[src/frps_pkg.sv]
// Package for the filtered record page search block.
// Holds the shared types, codes and default sizes. Depends on nothing.
package frps_pkg;

    localparam int SLOTS_DEF = 256;
    localparam int PAGE_DEF  = 8;

    localparam int CLASS_W  = 3;
    localparam int TIME_W   = 32;
    localparam int MASK_W   = 8;
    localparam int PNUM_W   = 8;
    localparam int STATUS_W = 2;
    localparam int ENTRY_W  = CLASS_W + TIME_W;

    localparam logic [PNUM_W-1:0] PAGE_MAX = 8'hFF;

    localparam logic [STATUS_W-1:0] ST_OK       = 2'd0;
    localparam logic [STATUS_W-1:0] ST_FULL     = 2'd1;
    localparam logic [STATUS_W-1:0] ST_NO_MATCH = 2'd2;
    localparam logic [STATUS_W-1:0] ST_REFUSED  = 2'd3;

    localparam logic [1:0] CFG_CLASS_MASK   = 2'd0;
    localparam logic [1:0] CFG_WINDOW_START = 2'd1;
    localparam logic [1:0] CFG_WINDOW_END   = 2'd2;

    typedef enum logic [1:0] {
        MODE_INSERT = 2'd0,
        MODE_FIRST  = 2'd1,
        MODE_DOWN   = 2'd2,
        MODE_UP     = 2'd3
    } t_mode;

    typedef enum logic [1:0] {
        S_IDLE,
        S_SCAN,
        S_FINISH
    } t_state;

    // Filter settings handed to the match unit.
    typedef struct packed {
        logic [MASK_W-1:0] class_mask;
        logic [TIME_W-1:0] window_start;
        logic [TIME_W-1:0] window_end;
    } t_filter;

endpackage

[src/frps_match.sv]
// Match test for one record read from the store: class mask and time window.
// Uses the filter struct of frps_pkg.
module frps_match
    import frps_pkg::*;
(
    input  logic               i_occupied,
    input  logic [ENTRY_W-1:0] i_entry,
    input  t_filter            i_filter,
    output logic               o_hit
);

    logic [CLASS_W-1:0] w_class;
    logic [TIME_W-1:0]  w_time;

    assign w_class = i_entry[ENTRY_W-1:TIME_W];
    assign w_time  = i_entry[TIME_W-1:0];

    // An inverted window fails at least one of the two compares for every timestamp.
    assign o_hit = i_occupied
                 && i_filter.class_mask[w_class]
                 && (i_filter.window_start <= w_time)
                 && (w_time <= i_filter.window_end);

endmodule

[config.mk]
export PLATFORM = sky130hd
export DESIGN_NAME = frps_match
export DESIGN_NICKNAME = d
export VERILOG_FILES = /design/src/frps_pkg.sv /design/src/frps_match.sv
export SDC_FILE = /design/constraint.sdc
export NUM_CORES = 1
export LEC_CHECK = 0
export BUFFER_PORTS_ARGS = -buffer_cell sky130_fd_sc_hd__buf_2
export CORE_MARGIN = 3
export CORE_UTILIZATION = 45
export DETAILED_ROUTE_END_ITERATION = 10
export PLACE_DENSITY_LB_ADDON = 0.1
export SYNTH_ARGS = -nofsm -noshare
export SYNTH_HDL_FRONTEND = slang
export SYNTH_SLANG_ARGS = --single-unit
[constraint.sdc]
create_clock -name vclk -period 2
set_input_delay 0.2 -clock vclk [all_inputs]
set_output_delay 0.2 -clock vclk [all_outputs]
set_load 0.01 [all_outputs]
==> flow_summary.toml, run 1 <==
[run_status]
result_of_the_run = "complete, but fails checks"
failing_checks = "negative setup slack"

[sta]
final-hold-violation-count = 0
setup_violations = 1
relSlewSlack_pct = 79.8
timing.fmax_mhz = 438
setup_repair_after_global_routing_missed_its_margin = "yes"
final.period_utilization_pct = 114
finalCriticalPeriod_ns = 2.29
timing.hold.ws_ns = 0.925
layout_setup_ws_ns = -0.286
report.final.slew_viol_count = 0
worst_slew_pin_slew_ns = 0.303

[cells_and_area]
register_area_um2 = 0
layout-drive-gt1-share_pct = 45.0
nFlopsAndLatches = 0
final_net_count = 547
synthToLayoutAreaGrowth_pct = 59.0
antenna_cells = 0
num-clock-buffers = 0

[clock_network]
hold_buffers = 0
post_cts_buffers = 0

[synth]
synth_largest_type_area_fraction_pct = 47.2
synth_area_per_cell_um2 = 7.40
syn-instance-count = 229
synth_seq_area_share_pct = 0
synthDominantAreaCellType = "sky130_fd_sc_hd__ha_1"
synth_cell_types = 27
syn_nets = 401
synthTopCellsByArea = "sky130_fd_sc_hd__ha_1 (47%), sky130_fd_sc_hd__inv_1 (14%), sky130_fd_sc_hd__nand4_1 (5.2%)"
mappedNetlistArea_mm2 = 0.00170
synth_warnings = 0

[place]
finalWeightedCongestion = 0.777
numPortBuffers = 109
dp_hpwl_um = 4430

[global_routing]
vias_in_the_first_global_route = 1955
antenna_found_initial = 0
grt_overflow = 0
grt_start_max_net_pins = 4
grt_first_pass_wirelength_um = 7620
global_route_total_usage_across_every_layer_pct = 20.9

[detailed_routing]
detail_route.drc_violations = 0
drtPass1Iterations = 4
route.antenna.remaining_nets = 0
routed_wirelength_um = 4900
route.detailed.wl_per_inst_um = 11.7
drtIter0Drc = 23
dr_total_vias = 2061
route.detailed.vias_per_inst = 4.92

[power_and_ir_drop]
p_leak_nw = 1.66
peakVddDrop_mv = 0.104
design_power_total_mw = 0.524
powerDensity_mw_per_mm2 = 195

[setup_path]
worst-path-max-fanout = 2
critPathCaptureType = "output pin"
worstSetupPathType = "in2out"
cp_data_arrival_time_ns = 2.09
worstSetupStartpointType = "input pin"
cp.required_ns = 1.80

[die]
std_cell_rows = 21
floorplan.die.width_um = 67.4
die_y_um = 67.4
design.die.area_mm2 = 0.00454
start_util_pct = 48.9
boundaryPins = 109
fp.coreArea_mm2 = 0.00347

[hold_path]
hold_path.class = "in2out"

[run]
drv_cap = 0
## worst max-delay path: stages
cell                       delay (ns)
sky130_fd_sc_hd__buf_2           0.11
sky130_fd_sc_hd__buf_4           0.12
sky130_fd_sc_hd__ha_1            0.29
sky130_fd_sc_hd__nand4_1         0.15
sky130_fd_sc_hd__or3_4           0.40
sky130_fd_sc_hd__nor2_2          0.10
sky130_fd_sc_hd__nand2_1         0.05
sky130_fd_sc_hd__a21o_1          0.18
sky130_fd_sc_hd__a222oi_1        0.27
sky130_fd_sc_hd__buf_2           0.20
## layout by cell type (no fill, tap or decap), types with 6 or more instances in the layout
cell type / n
sky130_fd_sc_hd__a211oi_1: 6
sky130_fd_sc_hd__a21o_1: 10
sky130_fd_sc_hd__a21oi_1: 17
sky130_fd_sc_hd__buf_2: 108
sky130_fd_sc_hd__buf_4: 35
sky130_fd_sc_hd__ha_1: 57
sky130_fd_sc_hd__ha_4: 7
sky130_fd_sc_hd__inv_1: 60
sky130_fd_sc_hd__nand2_1: 8
sky130_fd_sc_hd__nand4_1: 14
sky130_fd_sc_hd__nor2_1: 7
## layer usage
| metal | track usage [%] | part of all wire [%] | up-vias |
|---|---|---|---|
| li1 | - | - | 1105 |
| met1 | 26.1 | 43 | 879 |
| met2 | 39.9 | 49 | 73 |
| met3 | 1.66 | 7.0 | 4 |
| met4 | 1.77 | 0.80 | 0 |
| met5 | 0 | 0 | - |
## synth_stat cells, drive strengths merged, types with 3 or more instances
cell,number
nor3,3
nand2,8
a21oi,17
o211ai,4
nand4,16
a211oi,7
nand3,5
ha,64
inv,64
a21o,10
nor2b,3
nor2,8
o21ai,6
## per-stage QoR
stage | instance area, um2 | TNS [ns] | util [%] | cells | setup slack [ns]
CTS | 2680 | -0.223 | 77.3 | 419 | -0.223
finish | 2700 | -0.286 | 77.7 | 419 | -0.286
global route | 2700 | -0.418 | 77.7 | 419 | -0.418
floorplan | 1710 | 0 | - | 229 | 0.0161
global placement | 2580 | -0.323 | 74.4 | 419 | -0.323
detailed placement | 2580 | -0.469 | 74.4 | 419 | -0.469
## timing repair
item | 4_1_cts | 5_1_grt
endpoints found under the setup margin | 1 | 1
gates resized for setup | 15 | 3
pin swaps | 15 | 2
## power breakdown
group	switching, mW	internal (mW)	total (mW)
combinational	0.234	0.290	0.524
clock	0	0	0
sequential	0	0	0
## cell families (layout without fill, tap and decap cells)
kind of cell	Yosys count	count (layout)	synth area share, %
AOI/OAI and AO/OA	48	48	18.5
adders and majority gates	64	64	47.2
buffers and inverters	64	208	14.2
muxes	4	4	4.21
and+or+nand+nor	49	49	15.9
## area by class of cell
type | count | area [um2]
Fill cell | 289 | 773
Inverter | 64 | 240
Multi-Input combinational cell | 165 | 1580
Timing Repair Buffer | 144 | 815
Tap cell | 46 | 57.6
## final timing paths
kind / from / end / slack (ns) / cells after the start
worst max-delay path: i_entry[9] / o_hit / -0.29 / 10
worst min-delay path: i_occupied / o_hit / 0.92 / 5
Power figures use the tool's default switching activity.
==> run 2: changes to the inputs <==
==> constraint.sdc (replaced) <==
create_clock -name vclk -period 2
set_input_delay 0.2 -clock vclk [all_inputs]
set_output_delay 0.2 -clock vclk [all_outputs]
set_load 0.05 [all_outputs]
==> run 2 against run 1 <==
Compared with the run above: the flow still finishes with violations (negative setup slack); global-route usage decreased by 1.3 points; fmax decreased by 1.2%; critical path type unchanged; cell area up 4.1%; combinational power is 7.4% higher; first-iteration DRC count grew 83%; hold slack improved by 0.053 ns; non-clock buffer count shrank 3; count of clock-buffer cells in the layout stayed put; via count increased by 1.6%.
==> flow_summary.toml, run 2 (synthesized netlist as in run 1, its figures left out) <==
[run_status]
result_of_the_run = "complete, but fails checks"
failing_checks = "negative setup slack"

[sta]
finalCriticalPeriod_ns = 2.31
relSlewSlack_pct = 73.4
final-hold-violation-count = 0
layout_setup_ws_ns = -0.314
setup_violations = 1
timing.fmax_mhz = 432
final.period_utilization_pct = 116
report.final.slew_viol_count = 0
worst_slew_pin_slew_ns = 0.395
setup_repair_after_global_routing_missed_its_margin = "yes"

[die]
die_y_um = 67.4
design.die.area_mm2 = 0.00454
start_util_pct = 48.9
std_cell_rows = 21
fp.coreArea_mm2 = 0.00347
floorplan.die.width_um = 67.4
boundaryPins = 109

[detailed_routing]
route.detailed.wl_per_inst_um = 11.8
drtPass1Iterations = 4
drtIter0Drc = 42
detail_route.drc_violations = 0
route.antenna.remaining_nets = 0
dr_total_vias = 2094
routed_wirelength_um = 4930
route.detailed.vias_per_inst = 5.03

[cells_and_area]
nFlopsAndLatches = 0
num-clock-buffers = 0
most-common-layout-cells = "sky130_fd_sc_hd__buf_2 (98), sky130_fd_sc_hd__inv_1 (57), sky130_fd_sc_hd__ha_1 (52)"
layout.cells.most_common = "sky130_fd_sc_hd__buf_2"
final_design_area_no_fill_mm2 = 0.00281
layout-drive-gt1-share_pct = 46.8
synthToLayoutAreaGrowth_pct = 65.5
antenna_cells = 0
register_area_um2 = 0
multi_input_comb_area_mm2 = 0.00163
num-fill-cells = 259
final_net_count = 544

[place]
dp_hpwl_um = 4210
dpl_worst_slack_ns = -0.557
post_dp_cell_area_mm2 = 0.00255
numPortBuffers = 109
finalWeightedCongestion = 0.795

[global_routing]
grt_overflow = 0
grt_start_max_net_pins = 4
antenna_found_initial = 0
grt_first_pass_wirelength_um = 7310
global_route_total_usage_across_every_layer_pct = 19.6
vias_in_the_first_global_route = 1872

[setup_path]
worstSetupPathType = "in2out"
cp.required_ns = 1.80
critPathCaptureType = "output pin"
worst-path-max-fanout = 2
worstSetupStartpointType = "input pin"
cp_data_arrival_time_ns = 2.11

[clock_network]
hold_buffers = 0

[power_and_ir_drop]
peakVddDrop_mv = 0.115
p_leak_nw = 1.67
powerDensity_mw_per_mm2 = 200

[hold_path]
hold_path.class = "in2out"

[run]
drv_cap = 0
[run 2: cell count changes in the layout (fill, tap and decap cells not counted), moves of 2 or more]
cell,before,now
sky130_fd_sc_hd__buf_6,1,7
sky130_fd_sc_hd__inv_1,60,57
sky130_fd_sc_hd__ha_1,57,52
sky130_fd_sc_hd__ha_4,7,11
sky130_fd_sc_hd__buf_4,35,33
sky130_fd_sc_hd__inv_2,4,2
sky130_fd_sc_hd__buf_8,0,3
sky130_fd_sc_hd__inv_4,0,4
sky130_fd_sc_hd__buf_2,108,98
[run 2: layout make-up]
type               count  share of cell area (%)
multi-input cells    165                    58.1
inverters             64                    9.09
repair buffers       141                    30.7
well taps             46                    2.05
[run 2: what timing repair did]
item / in CTS / in global routing
pin swaps: 12 / 13
gates resized for setup: 15 / 30
buffers inserted: 1 / 0
endpoints found under the setup margin: 1 / 1
[run 2: per-stage QoR]
| stage | util [%] | hold slack [ns] | setup TNS (ns) | power [mW] | std cells |
|---|---|---|---|---|---|
| after detailed placement | 73.6 | 1.03 | -0.557 | 0.496 | 415 |
| after global routing | 80.9 | 0.988 | -0.436 | 0.632 | 416 |
| after CTS | 75.8 | 1.02 | -0.333 | 0.517 | 416 |
| final | 80.9 | 0.977 | -0.314 | 0.563 | 416 |
| after floorplan | - | 0.845 | -0.837 | 0.259 | 229 |
| after global placement | 73.6 | 1.03 | -0.628 | 0.485 | 415 |
[run 2: metal layers]
metal	GRT usage, %	vias to the layer above	share of wire [%]
met4	0	0	0.79
met3	0.499	4	7.2
met1	27.4	904	43
met5	0	-	0
met2	35.5	89	49
li1	-	1097	-
[run 2: where the power goes]
part	switching (mW)	internal, mW	total [mW]
Sequential	0	0	0
Clock	0	0	0
Combinational	0.251	0.312	0.563
[run 2: worst max-delay path: stages]
cell,delay [ns]
sky130_fd_sc_hd__buf_2,0.09
sky130_fd_sc_hd__inv_1,0.05
sky130_fd_sc_hd__ha_2,0.17
sky130_fd_sc_hd__a21o_1,0.18
sky130_fd_sc_hd__a211oi_2,0.23
sky130_fd_sc_hd__nor3_1,0.10
sky130_fd_sc_hd__a2111oi_2,0.26
sky130_fd_sc_hd__buf_4,0.17
sky130_fd_sc_hd__o211ai_1,0.07
sky130_fd_sc_hd__a222oi_1,0.33
sky130_fd_sc_hd__buf_4,0.27
[run 2: worst paths after layout]
kind / cells past startpoint / from / slack [ns] / to
setup / recovery: 11 / i_entry[16] / -0.31 / o_hit
hold / removal: 6 / i_filter[47] / 0.98 / o_hit
